### config.mk
export PLATFORM = sky130hd
export DESIGN_NAME = reflow_profile_sequencer
export DESIGN_NICKNAME = d
export VERILOG_FILES = /design/src/rtl/rps_pkg.sv /design/src/rtl/rps_cfg_regs.sv /design/src/rtl/reflow_profile_sequencer.sv
export SDC_FILE = /design/constraint.sdc
export NUM_CORES = 1
export LEC_CHECK = 0
export BUFFER_PORTS_ARGS = -buffer_cell sky130_fd_sc_hd__buf_2
export CAP_MARGIN = 20
export CORE_ASPECT_RATIO = 0.7
export CORE_UTILIZATION = 40
export DETAILED_ROUTE_END_ITERATION = 7
export HOLD_SLACK_MARGIN = 0.1
export PLACE_DENSITY = 0.6
export SLEW_MARGIN = 20
export SYNTH_ARGS = -nofsm -noshare
export SYNTH_HDL_FRONTEND = slang
export SYNTH_SLANG_ARGS = --single-unit
### constraint.sdc
create_clock -name i_clk -period 10.2 [get_ports i_clk]
set_clock_uncertainty 0.15 [all_clocks]
set_input_delay 1.53 -clock i_clk [delete_from_list [all_inputs] [get_ports i_clk]]
set_output_delay 1.53 -clock i_clk [all_outputs]
set_load 0.01 [all_outputs]
### src/rtl/rps_pkg.sv
// ----------------------------------------------------------------------------
// rps_pkg
// Types and constants shared by the reflow profile sequencer modules.
// ----------------------------------------------------------------------------
package rps_pkg;

    localparam int TEMP_W     = 10;
    localparam int DUR_W      = 20;
    localparam int STEP_W     = 16;
    localparam int SP_W       = 18;
    localparam int READ_W     = 14;
    localparam int WHOLE_W    = 12;
    localparam int CFG_IDX_W  = 3;
    localparam int CFG_DATA_W = 20;
    localparam int FRAC_W     = 8;

    localparam logic [TEMP_W-1:0] PREHEAT_TARGET_RST = TEMP_W'(125);
    localparam logic [TEMP_W-1:0] SOAK_TARGET_RST    = TEMP_W'(180);
    localparam logic [TEMP_W-1:0] RAMPUP_TARGET_RST  = TEMP_W'(225);
    localparam logic [TEMP_W-1:0] COOL_TARGET_RST    = TEMP_W'(35);
    localparam logic [DUR_W-1:0]  SOAK_DUR_RST       = DUR_W'(120000);
    localparam logic [DUR_W-1:0]  PEAK_DUR_RST       = DUR_W'(5000);
    localparam logic [STEP_W-1:0] SOAK_STEP_RST      = STEP_W'(59);
    localparam logic [SP_W-1:0]   SP_MAX             = {SP_W{1'b1}};
    localparam logic [DUR_W-1:0]  TIMER_LAST         = DUR_W'(1);

    typedef enum logic [2:0] {
        PH_IDLE    = 3'd0,
        PH_PREHEAT = 3'd1,
        PH_SOAK    = 3'd2,
        PH_RAMPUP  = 3'd3,
        PH_PEAK    = 3'd4,
        PH_COOL    = 3'd5
    } t_phase;

    typedef enum logic [2:0] {
        ST_NONE        = 3'd0,
        ST_TRANSITION  = 3'd1,
        ST_REFUSED_HOT = 3'd2,
        ST_REFUSED_SNS = 3'd3,
        ST_ABORTED_SNS = 3'd4
    } t_status;

    typedef enum logic [1:0] {
        MODE_SAMPLE  = 2'd0,
        MODE_START   = 2'd1,
        MODE_STOP    = 2'd2,
        MODE_MS_TICK = 2'd3
    } t_mode;

    typedef enum logic [CFG_IDX_W-1:0] {
        CFG_PREHEAT_TARGET = 3'd0,
        CFG_SOAK_TARGET    = 3'd1,
        CFG_RAMPUP_TARGET  = 3'd2,
        CFG_COOL_TARGET    = 3'd3,
        CFG_SOAK_DUR       = 3'd4,
        CFG_PEAK_DUR       = 3'd5,
        CFG_SOAK_STEP      = 3'd6
    } t_cfg_idx;

    typedef struct packed {
        logic [TEMP_W-1:0] preheat_target;
        logic [TEMP_W-1:0] soak_target;
        logic [TEMP_W-1:0] rampup_target;
        logic [TEMP_W-1:0] cool_target;
        logic [DUR_W-1:0]  soak_duration_ms;
        logic [DUR_W-1:0]  peak_duration_ms;
        logic [STEP_W-1:0] soak_step_q8;
    } t_cfg;

endpackage

### src/rtl/rps_cfg_regs.sv
// ----------------------------------------------------------------------------
// rps_cfg_regs
// Profile configuration register file with direct write port.
// ----------------------------------------------------------------------------
module rps_cfg_regs (
    input  logic                              i_clk,
    input  logic                              i_rst_n,
    input  logic                              i_cfg_we,
    input  logic [rps_pkg::CFG_IDX_W-1:0]     i_cfg_idx,
    input  logic [rps_pkg::CFG_DATA_W-1:0]    i_cfg_data,
    output rps_pkg::t_cfg                     o_cfg
);
    import rps_pkg::*;

    t_cfg r_cfg;
    t_cfg n_cfg;

    always_comb begin
        n_cfg = r_cfg;
        if (i_cfg_we) begin
            unique case (t_cfg_idx'(i_cfg_idx))
                CFG_PREHEAT_TARGET: n_cfg.preheat_target   = i_cfg_data[TEMP_W-1:0];
                CFG_SOAK_TARGET:    n_cfg.soak_target      = i_cfg_data[TEMP_W-1:0];
                CFG_RAMPUP_TARGET:  n_cfg.rampup_target    = i_cfg_data[TEMP_W-1:0];
                CFG_COOL_TARGET:    n_cfg.cool_target      = i_cfg_data[TEMP_W-1:0];
                CFG_SOAK_DUR:       n_cfg.soak_duration_ms = i_cfg_data[DUR_W-1:0];
                CFG_PEAK_DUR:       n_cfg.peak_duration_ms = i_cfg_data[DUR_W-1:0];
                CFG_SOAK_STEP:      n_cfg.soak_step_q8     = i_cfg_data[STEP_W-1:0];
                default:            n_cfg = r_cfg;
            endcase
        end
    end

    always_ff @(posedge i_clk) begin
        if (!i_rst_n) begin
            r_cfg.preheat_target   <= PREHEAT_TARGET_RST;
            r_cfg.soak_target      <= SOAK_TARGET_RST;
            r_cfg.rampup_target    <= RAMPUP_TARGET_RST;
            r_cfg.cool_target      <= COOL_TARGET_RST;
            r_cfg.soak_duration_ms <= SOAK_DUR_RST;
            r_cfg.peak_duration_ms <= PEAK_DUR_RST;
            r_cfg.soak_step_q8     <= SOAK_STEP_RST;
        end else begin
            r_cfg <= n_cfg;
        end
    end

    assign o_cfg = r_cfg;

endmodule

### src/rtl/reflow_profile_sequencer.sv
// ----------------------------------------------------------------------------
// reflow_profile_sequencer
// Reflow profile phase sequencer: events and ticks in, phase/setpoint out.
// ----------------------------------------------------------------------------
// Result beat is registered: it appears in the cycle after the input beat is accepted.
// Throughput: one beat per cycle while i_out_ready takes the result beat; phase state updates in the accept cycle.
// The result register frees in the cycle the result beat is taken.
// Reset: phase idle, setpoint 0, timer disarmed, registers at defaults.
// ----------------------------------------------------------------------------
module reflow_profile_sequencer (
    input  logic                                i_clk,
    input  logic                                i_rst_n,
    input  logic                                i_cfg_we,
    input  logic [rps_pkg::CFG_IDX_W-1:0]       i_cfg_idx,
    input  logic [rps_pkg::CFG_DATA_W-1:0]      i_cfg_data,
    input  logic                                i_in_valid,
    output logic                                o_in_ready,
    input  logic [1:0]                          i_mode,
    input  logic signed [rps_pkg::READ_W-1:0]   i_temperature,
    input  logic                                i_reading_valid,
    output logic                                o_out_valid,
    input  logic                                i_out_ready,
    output logic [2:0]                          o_phase,
    output logic [rps_pkg::SP_W-1:0]            o_setpoint_q8,
    output logic                                o_heater_enable,
    output logic [2:0]                          o_status
);
    import rps_pkg::*;

    t_cfg cfg;

    rps_cfg_regs u_cfg_regs (
        .i_clk      (i_clk),
        .i_rst_n    (i_rst_n),
        .i_cfg_we   (i_cfg_we),
        .i_cfg_idx  (i_cfg_idx),
        .i_cfg_data (i_cfg_data),
        .o_cfg      (cfg)
    );

    t_phase            r_phase, n_phase;
    logic [SP_W-1:0]   r_setpoint, n_setpoint;
    logic [DUR_W-1:0]  r_timer, n_timer;
    logic              r_armed, n_armed;
    t_status           n_status;

    logic              r_out_valid;
    t_phase            r_out_phase;
    logic [SP_W-1:0]   r_out_setpoint;
    t_status           r_out_status;

    logic                       accept;
    logic signed [WHOLE_W-1:0]  whole;
    logic                       whole_nonneg;
    logic [WHOLE_W-2:0]         whole_mag;
    logic [TEMP_W-1:0]          target;
    logic                       temp_phase;
    logic                       hit_target;
    logic                       too_hot;
    logic                       running;
    logic [SP_W:0]              sp_sum;

    assign o_in_ready = !r_out_valid || i_out_ready;
    assign accept     = i_in_valid && o_in_ready;

    always_comb begin
        // truncate toward zero
        if (i_temperature[READ_W-1]) begin
            whole = WHOLE_W'((i_temperature + READ_W'(3)) >>> 2);
        end else begin
            whole = WHOLE_W'(i_temperature >>> 2);
        end
        whole_nonneg = !whole[WHOLE_W-1];
        whole_mag    = whole[WHOLE_W-2:0];
    end

    always_comb begin
        temp_phase = 1'b1;
        unique case (r_phase)
            PH_PREHEAT: target = cfg.preheat_target;
            PH_RAMPUP:  target = cfg.rampup_target;
            PH_COOL:    target = cfg.cool_target;
            default: begin
                target     = cfg.cool_target;
                temp_phase = 1'b0;
            end
        endcase
        hit_target = whole_nonneg && (whole_mag == (WHOLE_W-1)'(target));
        too_hot    = whole_nonneg && (whole_mag > (WHOLE_W-1)'(cfg.cool_target));
        running    = (r_phase != PH_IDLE);
        sp_sum     = (SP_W+1)'(r_setpoint) + (SP_W+1)'(cfg.soak_step_q8);
    end

    always_comb begin
        n_phase    = r_phase;
        n_setpoint = r_setpoint;
        n_timer    = r_timer;
        n_armed    = r_armed;
        n_status   = ST_NONE;
        unique case (t_mode'(i_mode))
            MODE_SAMPLE: begin
                if (running && !i_reading_valid) begin
                    n_phase  = PH_IDLE;
                    n_timer  = '0;
                    n_armed  = 1'b0;
                    n_status = ST_ABORTED_SNS;
                end else if (running && temp_phase) begin
                    if (hit_target) begin
                        n_status = ST_TRANSITION;
                        priority case (r_phase)
                            PH_PREHEAT: begin
                                n_phase = PH_SOAK;
                                n_timer = cfg.soak_duration_ms;
                                n_armed = 1'b1;
                            end
                            PH_RAMPUP: begin
                                n_phase = PH_PEAK;
                                n_timer = cfg.peak_duration_ms;
                                n_armed = 1'b1;
                            end
                            default: begin
                                n_phase = PH_IDLE;
                                n_timer = '0;
                                n_armed = 1'b0;
                            end
                        endcase
                    end
                end else if (r_phase == PH_SOAK) begin
                    n_setpoint = sp_sum[SP_W] ? SP_MAX : sp_sum[SP_W-1:0];
                end
            end
            MODE_START: begin
                if (!running) begin
                    if (!i_reading_valid) begin
                        n_status = ST_REFUSED_SNS;
                    end else if (too_hot) begin
                        n_status = ST_REFUSED_HOT;
                    end else begin
                        n_phase    = PH_PREHEAT;
                        n_setpoint = {cfg.preheat_target, FRAC_W'(0)};
                        n_status   = ST_TRANSITION;
                    end
                end
            end
            MODE_STOP: begin
                if (running) begin
                    n_phase  = PH_IDLE;
                    n_timer  = '0;
                    n_armed  = 1'b0;
                    n_status = ST_TRANSITION;
                end
            end
            MODE_MS_TICK: begin
                if (r_armed) begin
                    if (r_timer <= TIMER_LAST) begin
                        n_timer = '0;
                        n_armed = 1'b0;
                        if (r_phase == PH_SOAK) begin
                            n_phase    = PH_RAMPUP;
                            n_setpoint = {cfg.rampup_target, FRAC_W'(0)};
                            n_status   = ST_TRANSITION;
                        end else if (r_phase == PH_PEAK) begin
                            n_phase    = PH_COOL;
                            n_setpoint = {cfg.cool_target, FRAC_W'(0)};
                            n_status   = ST_TRANSITION;
                        end
                    end else begin
                        n_timer = r_timer - TIMER_LAST;
                    end
                end
            end
            default: n_status = ST_NONE;
        endcase
    end

    always_ff @(posedge i_clk) begin
        if (!i_rst_n) begin
            r_phase     <= PH_IDLE;
            r_setpoint  <= '0;
            r_timer     <= '0;
            r_armed     <= 1'b0;
            r_out_valid <= 1'b0;
        end else begin
            if (accept) begin
                r_phase    <= n_phase;
                r_setpoint <= n_setpoint;
                r_timer    <= n_timer;
                r_armed    <= n_armed;
            end
            if (accept) begin
                r_out_valid <= 1'b1;
            end else if (i_out_ready) begin
                r_out_valid <= 1'b0;
            end
        end
    end

    always_ff @(posedge i_clk) begin
        if (accept) begin
            r_out_phase    <= n_phase;
            r_out_setpoint <= n_setpoint;
            r_out_status   <= n_status;
        end
    end

    assign o_out_valid     = r_out_valid;
    assign o_phase         = r_out_phase;
    assign o_setpoint_q8   = r_out_setpoint;
    assign o_heater_enable = (r_out_phase != PH_IDLE);
    assign o_status        = r_out_status;

endmodule
==> impl_metrics.env, run 1 <==
export IMPL_status="completed"
export IMPL_yosysTopAreaCellShare=0.281
export IMPL_cts_tree="yes"
export IMPL_die_area_um2=23600
export IMPL_crit_arrival_ns=4.92
export IMPL_fmax_mhz=204
export IMPL_postCtsSetupRepairBufs=0
export IMPL_drt_initial_drc_count=1014
export IMPL_grt_max_degree=90
export IMPL_slew_viol_final=0
export IMPL_cp_end_kind="register"
export IMPL_first_pass_iters=6
export IMPL_grt_pass1_vias=7998
export IMPL_htreeDepth=4
export IMPL_grt_overflow_total=0
export IMPL_slew_headroom=0.341
export IMPL_vdd_ir_drop_worst_uv=113
export IMPL_grtUsageTotal=0.257
export IMPL_critPathKind="primary input to register"
export IMPL_vias=9032
export IMPL_initial_core_util=0.416
export IMPL_worst_setup_path_start_kind="primary input"
export IMPL_area_growth_syn_to_layout_pct=12.7
export IMPL_drc_errors=0
export IMPL_die_w_um=183
export IMPL_io_buffers=71
export IMPL_grt_pass1_wl_um=46100
export IMPL_ys_seq_elements=153
export IMPL_synthArstFlopShare=0
export IMPL_synth_area_um2=9180
export IMPL_postRouteAntennaNets=0
export IMPL_rows=45
export IMPL_synth_common_cells="263 x nand2_1, 129 x dfxtp_1, 108 x a21oi_1, 75 x o21ai_0, 59 x clkbuf_1"
export IMPL_tightestPinTransition_ns=0.985
export IMPL_clock_sinks=153
export IMPL_clk_path_buf_depth=2
export IMPL_yosysWarnings=0
export IMPL_clkLatencyLatePin_ns=0.44
export IMPL_syn_mean_instance_area_um2=7.79
export IMPL_finalCritPeriodShare=0.481
export IMPL_cts_hold_buffers=0
export IMPL_avgRoutedWirePerCell_um=19.3
export IMPL_synthFlopType="dfxtp_1"
export IMPL_period_needed_ns=4.90
export IMPL_synth_most_common_cell="nand2_1"
export IMPL_slowest_stage="nor3_1"
export IMPL_wirelength_um=29600
export IMPL_place_inst=1498
export IMPL_postLayoutCoreUtil=0.469
export IMPL_ctsResizeCount=0
export IMPL_hp_class="register to register"
export IMPL_ios=72
export IMPL_synthCells=1179
export IMPL_clk_pin_slew_ns=0.07
export IMPL_rsz0062_at_grt="false"
export IMPL_power_total_mw=1.49
export IMPL_ys_types=75
export IMPL_numCtsBuffers=17
export IMPL_power_density_nw_per_um2=144
export IMPL_setup_viol=0
export IMPL_synth_top_area_cell="dfxtp_1"
export IMPL_synthTopCellsByArea="dfxtp_1 28%, nand2_1 11%, edfxtp_1 7.9%"
export IMPL_vias_per_cell=5.90
export IMPL_root_buffer="clkbuf_16"
export IMPL_synth_nets=1253
export IMPL_nets=1286
export IMPL_max_cap_violations=0
export IMPL_dpl_hpwl_um=20900
export IMPL_finalWeightedCongestion=0.955
export IMPL_synth_seq_area_share=0.360
export IMPL_antenna_found_initial=0
export IMPL_drive_gt1_frac=0.123
export IMPL_path_cells="buf_2 > nand4_1 > nor3_1 > nand2_1 > xnor2_1 > ha_1 > nand3_1 > nor3_1 > a21oi_1 > o32a_1 > nand2_1 > a22o_1 > a2111oi_0 > nor2_1"
export IMPL_hold_slack_ns=0.304
export IMPL_hold_viol_final=0
export IMPL_slowest_delay_ns=0.61
export IMPL_fin_cells=1530
export IMPL_p_leak_nw=3.95
export IMPL_tns_ns=0
export IMPL_synth_edf_count=24
export IMPL_die_y_um=129
export IMPL_cp_max_fo=10
export IMPL_critPathRequiredTime_ns=10.22
export IMPL_design_core_area_um2=22100
## final timing paths
path                            cells past startpoint            startpoint  slack (ns)                   end
worst max-delay path                               14      i_temperature[2]        5.30     o_setpoint_q8[17]
worst min-delay path                                2  u_cfg_regs.o_cfg[63]        0.30  u_cfg_regs.o_cfg[63]
worst max register to register                     10            r_phase[1]        6.09            r_timer[3]
worst min register to register                      2  u_cfg_regs.o_cfg[63]        0.30  u_cfg_regs.o_cfg[63]
## where the power goes
group / leakage, nW / switching, mW / internal (mW)
Sequential: 1.29 / 0.0151 / 0.633
Combinational: 2.36 / 0.117 / 0.0616
Clock: 0.297 / 0.272 / 0.391
Total: 3.95 / 0.405 / 1.09
## layer usage
layer / vias to the layer above / track usage / routed length (um)
li1: 4322 / - / -
met1: 4232 / 0.399 / 14700
met2: 445 / 0.337 / 11400
met3: 33 / 0.0691 / 3080
met4: 0 / 0.0676 / 340
met5: - / 0 / 0
## cell usage in the layout (no fill, tap or decap), types with 5 or more instances in the layout
cell	count
nor3_1	22
o311ai_0	7
a41oi_1	7
a21o_1	15
a221oi_1	5
nor3b_1	8
dfxtp_1	128
inv_1	33
nor2b_1	11
xnor2_1	16
xor2_1	10
buf_4	13
a31oi_1	13
or3_1	11
edfxtp_1	24
and3_1	5
nand2_1	263
mux2i_1	39
ha_1	28
buf_2	71
a21oi_1	108
nor4_1	10
a211oi_1	8
o32ai_1	6
or2_2	13
nand3_1	44
o211ai_1	13
clkbuf_16	18
nand4_1	6
o31ai_1	10
o21ai_0	74
nand2b_1	20
o22ai_1	17
o21ai_1	8
nor2_1	45
## registers in the layout, summed over array words and instances, names as in the netlist
| name | count |
|---|---|
| u_cfg_regs.o_cfg | 86 |
| r_armed | 1 |
| o_out_valid | 1 |
| r_setpoint | 18 |
| r_phase | 3 |
| o_status | 3 |
| r_timer | 20 |
| o_phase | 3 |
| o_setpoint_q8 | 18 |
## worst max-delay path, delay by kind of cell
| family | cells | cell delay [ns] |
|---|---|---|
| simple gates | 7 | 1.57 |
| compound gates | 4 | 1.21 |
| fa+ha+maj | 1 | 0.29 |
| xor+xnor | 1 | 0.17 |
| buf+inv | 1 | 0.14 |
## cell type report
class                      count  area (um2)
antenna                        1        2.50
fill                        2268       11700
sequential                   153        3300
clock inverter                11         135
clock buffer                  20         478
inverter                      34         128
timing repair buffer          84         453
multi-input combinational    922        5460
tap                          305         382
## stage by stage
step,instance area (um2),setup WS (ns)
floorplan,9180,5.72
global placement,9730,5.06
detailed placement,9730,4.95
CTS,10300,5.40
global route,10300,5.07
finish,10300,5.30
## logic make-up after synthesis
logic type | count (synthesis) | synth area share
simple gates | 484 | 0.245
compound gates | 339 | 0.232
flops | 153 | 0.360
buf+inv | 104 | 0.0457
mux | 41 | 0.0450
xor+xnor | 29 | 0.0322
fa+ha+maj | 29 | 0.0403
Note: power is estimated with default switching activity, not from simulation.
==> run 2: changes to the inputs <==
--- a/config.mk
+++ b/config.mk
@@ -11,7 +11,7 @@
 export CORE_UTILIZATION = 40
 export DETAILED_ROUTE_END_ITERATION = 7
 export HOLD_SLACK_MARGIN = 0.1
-export PLACE_DENSITY = 0.6
+export PLACE_DENSITY = 0.62
 export SLEW_MARGIN = 20
 export SYNTH_ARGS = -nofsm -noshare
 export SYNTH_HDL_FRONTEND = slang
==> constraint.sdc (replaced) <==
create_clock -name i_clk -period 4.03 [get_ports i_clk]
set_clock_uncertainty 0.15 [all_clocks]
set_input_delay 0.6045 -clock i_clk [delete_from_list [all_inputs] [get_ports i_clk]]
set_output_delay 0.6045 -clock i_clk [all_outputs]
set_load 0.01 [all_outputs]
==> impl_metrics.env, run 2 (synthesis gave the netlist of run 1 again) <==
export IMPL_crit_arrival_ns=3.80
export IMPL_fmax_mhz=274
export IMPL_setup_slack_ns=0.376
export IMPL_status="completed"
export IMPL_drc_errors=0
export IMPL_critPathRequiredTime_ns=4.17
export IMPL_postCtsSetupRepairBufs=0
export IMPL_wirelength_um=29900
export IMPL_timing_rr_end="r_timer[2]"
export IMPL_cts_hold_buffers=0
export IMPL_avgRoutedWirePerCell_um=19.3
export IMPL_reg2reg_from="r_phase[1]"
export IMPL_rsz0062_at_grt="false"
export IMPL_dp_slack_ns=0.132
export IMPL_nFillCells=2272
export IMPL_p_leak_nw=4.04
export IMPL_first_pass_iters=5
export IMPL_mostFrequentLayoutCell="nand2_1"
export IMPL_cp_max_fo=17
export IMPL_clk_pin_slew_ns=0.07
export IMPL_dpl_hpwl_um=21600
export IMPL_slowest_stage="nand2b_1"
export IMPL_clock_sinks=153
export IMPL_path_cells="mux2_2 > mux2i_1 > a2111oi_0 > a211oi_1 > nor4_1 > buf_4 > a21boi_1 > nand2b_1 > o21ai_0"
export IMPL_cts_tree="yes"
export IMPL_area_growth_syn_to_layout_pct=14.1
export IMPL_max_cap_violations=0
export IMPL_drt_initial_drc_count=1009
export IMPL_slowest_delay_ns=0.62
export IMPL_largest_register_ff_count=86
export IMPL_root_buffer="clkbuf_16"
export IMPL_drive_gt1_frac=0.134
export IMPL_htreeDepth=4
export IMPL_nets=1303
export IMPL_tightestPinTransition_ns=0.944
export IMPL_rows=45
export IMPL_clkLatencyLatePin_ns=0.44
export IMPL_grt_max_degree=69
export IMPL_power_density_nw_per_um2=363
export IMPL_clk_path_buf_depth=2
export IMPL_place_inst=1515
export IMPL_hold_start="i_cfg_data[16]"
export IMPL_finalCritPeriodShare=0.907
export IMPL_rrSetupSlack_ns=0.38
export IMPL_slew_headroom=0.368
export IMPL_hold_depth=3
export IMPL_initial_core_util=0.416
export IMPL_ios=72
export IMPL_die_area_um2=23600
export IMPL_numCtsBuffers=17
export IMPL_vias=9091
export IMPL_reg2reg_depth=9
export IMPL_fin_cells=1547
export IMPL_hp_class="primary input to register"
export IMPL_grt_pass1_wl_um=46900
export IMPL_critPathKind="register to register"
export IMPL_worst_setup_path_start_kind="register"
export IMPL_antenna_found_initial=0
export IMPL_die_w_um=183
export IMPL_hold_viol_final=0
export IMPL_seqCellArea_um2=3300
export IMPL_ctsResizeCount=0
export IMPL_multi_input_area_um2=5460
export IMPL_grtUsageTotal=0.260
export IMPL_setup_viol=0
export IMPL_crit_family="compound AO/OA/AOI/OAI gates"
export IMPL_vdd_ir_drop_worst_uv=316
export IMPL_io_buffers=71
export IMPL_vias_per_cell=5.88
export IMPL_design_core_area_um2=22100
export IMPL_grt_pass1_vias=8100
export IMPL_diodes=0
export IMPL_critPathBufInv=1
export IMPL_period_needed_ns=3.65
export IMPL_cp_end_kind="register"
export IMPL_finalWeightedCongestion=0.992
export IMPL_postRouteAntennaNets=0
export IMPL_grt_overflow_total=0
export IMPL_tns_ns=0
export IMPL_most_common_layout_cells="263 x nand2_1, 128 x dfxtp_1, 108 x a21oi_1"
export IMPL_slew_viol_final=0
export IMPL_whs_endpoint="u_cfg_regs.o_cfg[52]"
export IMPL_die_y_um=129
[run 2: cell types whose count changed in the layout (fill, tap and decap cells not counted), sizes merged]
| cell | previous run | this run |
|---|---|---|
| diode | 1 | 0 |
| clkinvlp | 2 | 1 |
| buf | 84 | 101 |
| clkbuf | 20 | 22 |
[run 2: worst max-delay path by stage]
| stage | start | to | slack (ns) | cells after the start |
|---|---|---|---|---|
| floorplan | i_temperature[2] | o_setpoint_q8[17] | 0.47 | 13 |
| global placement | i_temperature[2] | o_setpoint_q8[14] | 0.21 | 16 |
| detailed placement | i_temperature[2] | o_setpoint_q8[14] | 0.13 | 16 |
| CTS | r_phase[1] | r_timer[16] | 0.41 | 9 |
| global route | r_phase[1] | r_timer[11] | 0.1 | 9 |
| finish | r_phase[1] | r_timer[2] | 0.38 | 9 |
[run 2: cell type report]
cell class | count | share of cell area
Multi-Input combinational cell | 922 | 0.521
Timing Repair Buffer | 101 | 0.0554
Clock buffer | 22 | 0.0473
Tap cell | 305 | 0.0364
Inverter | 34 | 0.0122
Clock inverter | 10 | 0.0122
Sequential cell | 153 | 0.315
[run 2: worst register-to-register path, cell delays in order, from the launching register on]
cell and delay, ns:
dfxtp_2 0.60, mux2_2 0.39, mux2i_1 0.28, a2111oi_0 0.13
a211oi_1 0.34, nor4_1 0.12, buf_4 0.16, a21boi_1 0.53
nand2b_1 0.62, o21ai_0 0.19
[run 2: per-layer routing]
metal | global-route usage | wire (um)
met3 | 0.0691 | 3000
met1 | 0.400 | 14900
met2 | 0.351 | 11700
met4 | 0.0632 | 293
met5 | 0 | 0
[run 2: where the power goes]
group          total (mW)  internal, mW  switching (mW)  leakage [nW]
clock                1.70          1.01           0.689         0.305
sequential           1.64          1.60          0.0384          1.29
combinational       0.459         0.161           0.298          2.45
total                3.80          2.77            1.02          4.04
[run 2: through the flow]
stage	util	instance area (um2)	total power, mW	hold slack [ns]
after floorplan	-	9180	1.95	0.286
after global placement	0.446	9850	2.12	0.291
after detailed placement	0.446	9850	2.12	0.298
after CTS	0.475	10500	3.82	0.241
after global routing	0.475	10500	3.95	0.258
final	0.475	10500	3.80	0.256
==> run 3: changes to the inputs <==
--- a/config.mk
+++ b/config.mk
@@ -12,6 +12,7 @@
 export DETAILED_ROUTE_END_ITERATION = 7
 export HOLD_SLACK_MARGIN = 0.1
 export PLACE_DENSITY = 0.62
+export RECOVER_POWER = 50
 export SLEW_MARGIN = 20
 export SYNTH_ARGS = -nofsm -noshare
 export SYNTH_HDL_FRONTEND = slang
==> impl_metrics.env, run 3 (synthesis gave the netlist of run 1 again) <==
export IMPL_mostFrequentLayoutCell="nand2_1"
export IMPL_first_pass_iters=5
export IMPL_ctsResizeCount=0
export IMPL_tns_ns=0
export IMPL_postCtsSetupRepairBufs=0
export IMPL_grt_max_degree=69
export IMPL_fmax_mhz=273
export IMPL_critPathKind="register to register"
export IMPL_nFillCells=2284
export IMPL_die_w_um=183
export IMPL_area_growth_syn_to_layout_pct=13.5
export IMPL_slew_viol_final=0
export IMPL_clkLatencyLatePin_ns=0.44
export IMPL_timing_rr_end="r_timer[2]"
export IMPL_clock_sinks=153
export IMPL_most_common_layout_cells="263 x nand2_1, 128 x dfxtp_1, 108 x a21oi_1"
export IMPL_drt_initial_drc_count=969
export IMPL_power_total_mw=3.80
export IMPL_diodes=0
export IMPL_critical_path_endpoint="r_timer[2]"
export IMPL_die_y_um=129
export IMPL_postRouteAntennaNets=0
export IMPL_critPathRequiredTime_ns=4.17
export IMPL_rows=45
export IMPL_htreeDepth=4
export IMPL_tightestPinTransition_ns=1.39
export IMPL_clk_path_buf_depth=2
export IMPL_largest_register_ff_count=86
export IMPL_grt_overflow_total=0
export IMPL_period_needed_ns=3.66
export IMPL_grtUsageTotal=0.260
export IMPL_slew_headroom=0.0758
export IMPL_rrSetupSlack_ns=0.37
export IMPL_numCtsBuffers=17
export IMPL_slowest_stage="nand2b_1"
export IMPL_hp_class="primary input to register"
export IMPL_finalWeightedCongestion=0.992
export IMPL_cp_max_fo=17
export IMPL_slowest_delay_ns=0.61
export IMPL_clk_pin_slew_ns=0.07
export IMPL_wirelength_um=30100
export IMPL_vias=9120
export IMPL_design_core_area_um2=22100
export IMPL_vias_per_cell=5.90
export IMPL_hold_viol_final=0
export IMPL_drive_gt1_frac=0.107
export IMPL_avgRoutedWirePerCell_um=19.4
export IMPL_worst_setup_path_start_kind="register"
export IMPL_ios=72
export IMPL_status="completed"
export IMPL_vdd_ir_drop_worst_uv=316
export IMPL_p_leak_nw=3.94
export IMPL_die_area_um2=23600
export IMPL_nets=1303
export IMPL_grt_pass1_vias=8100
export IMPL_reg2reg_depth=9
export IMPL_io_buffers=71
export IMPL_crit_arrival_ns=3.81
export IMPL_max_cap_violations=0
export IMPL_root_buffer="clkbuf_16"
export IMPL_power_density_nw_per_um2=365
export IMPL_reg2reg_from="r_phase[1]"
export IMPL_setup_viol=0
export IMPL_rsz0062_at_grt="false"
export IMPL_dpl_hpwl_um=21600
export IMPL_drc_errors=0
export IMPL_grt_pass1_wl_um=46900
export IMPL_cts_tree="yes"
export IMPL_antenna_found_initial=0
export IMPL_cp_end_kind="register"
export IMPL_finalCritPeriodShare=0.908
export IMPL_critPathLaunch="r_phase[1]"
export IMPL_path_cells="mux2_2 > mux2i_1 > a2111oi_0 > a211oi_1 > nor4_1 > buf_4 > a21boi_1 > nand2b_1 > o21ai_0"
export IMPL_initial_core_util=0.416
export IMPL_cts_hold_buffers=0
run 3: worst min path at each step:
stage / to / slack [ns] / cells past startpoint / from
6_report: o_out_valid / 0.26 / 3 / i_in_valid
5_1_grt: u_cfg_regs.o_cfg[34] / 0.26 / 3 / i_cfg_data[18]
4_1_cts: u_cfg_regs.o_cfg[52] / 0.24 / 3 / i_cfg_data[16]
3_5_place_dp: u_cfg_regs.o_cfg[35] / 0.30 / 2 / u_cfg_regs.o_cfg[35]
3_3_place_gp: u_cfg_regs.o_cfg[17] / 0.29 / 2 / u_cfg_regs.o_cfg[17]
2_1_floorplan: u_cfg_regs.o_cfg[36] / 0.29 / 2 / u_cfg_regs.o_cfg[36]
run 3: layout make-up:
type                       instances  area [um2]  area share
multi-input combinational        922        5460       0.524
tap                              305         382      0.0366
clock inverter                    10         128      0.0122
timing repair buffer             101         528      0.0507
clock buffer                      22         495      0.0475
inverter                          34         128      0.0122
sequential                       153        3300       0.317
run 3: report_power, final:
group          switching [mW]  internal [mW]
combinational           0.300          0.154
sequential             0.0389           1.60
clock                   0.697           1.01
run 3: routing by layer:
metal,up-vias,part of all wire,track usage
met5,-,0,0
met2,408,0.39,0.351
met1,4333,0.50,0.400
li1,4348,-,-
met4,0,0.011,0.0632
met3,31,0.10,0.0691
run 3: metrics by stage:
step,hold WS (ns),util,setup WS [ns],instance area (um2),instances
after global routing,0.258,0.472,0.0983,10400,1547
after floorplan,0.286,-,0.473,9180,1179
after CTS,0.241,0.475,0.405,10500,1547
after detailed placement,0.298,0.446,0.132,9850,1515
after global placement,0.291,0.446,0.214,9850,1515
final,0.260,0.472,0.369,10400,1547
run 3: critical path, delay by kind of cell, from the launching register on:
kind                   cells  cell delay, ns
flip-flops                 1            0.60
AO/OA/AOI/OAI              4            1.20
buffers and inverters      1            0.16
multiplexers               2            0.66
AND/OR/NAND/NOR            2            0.73
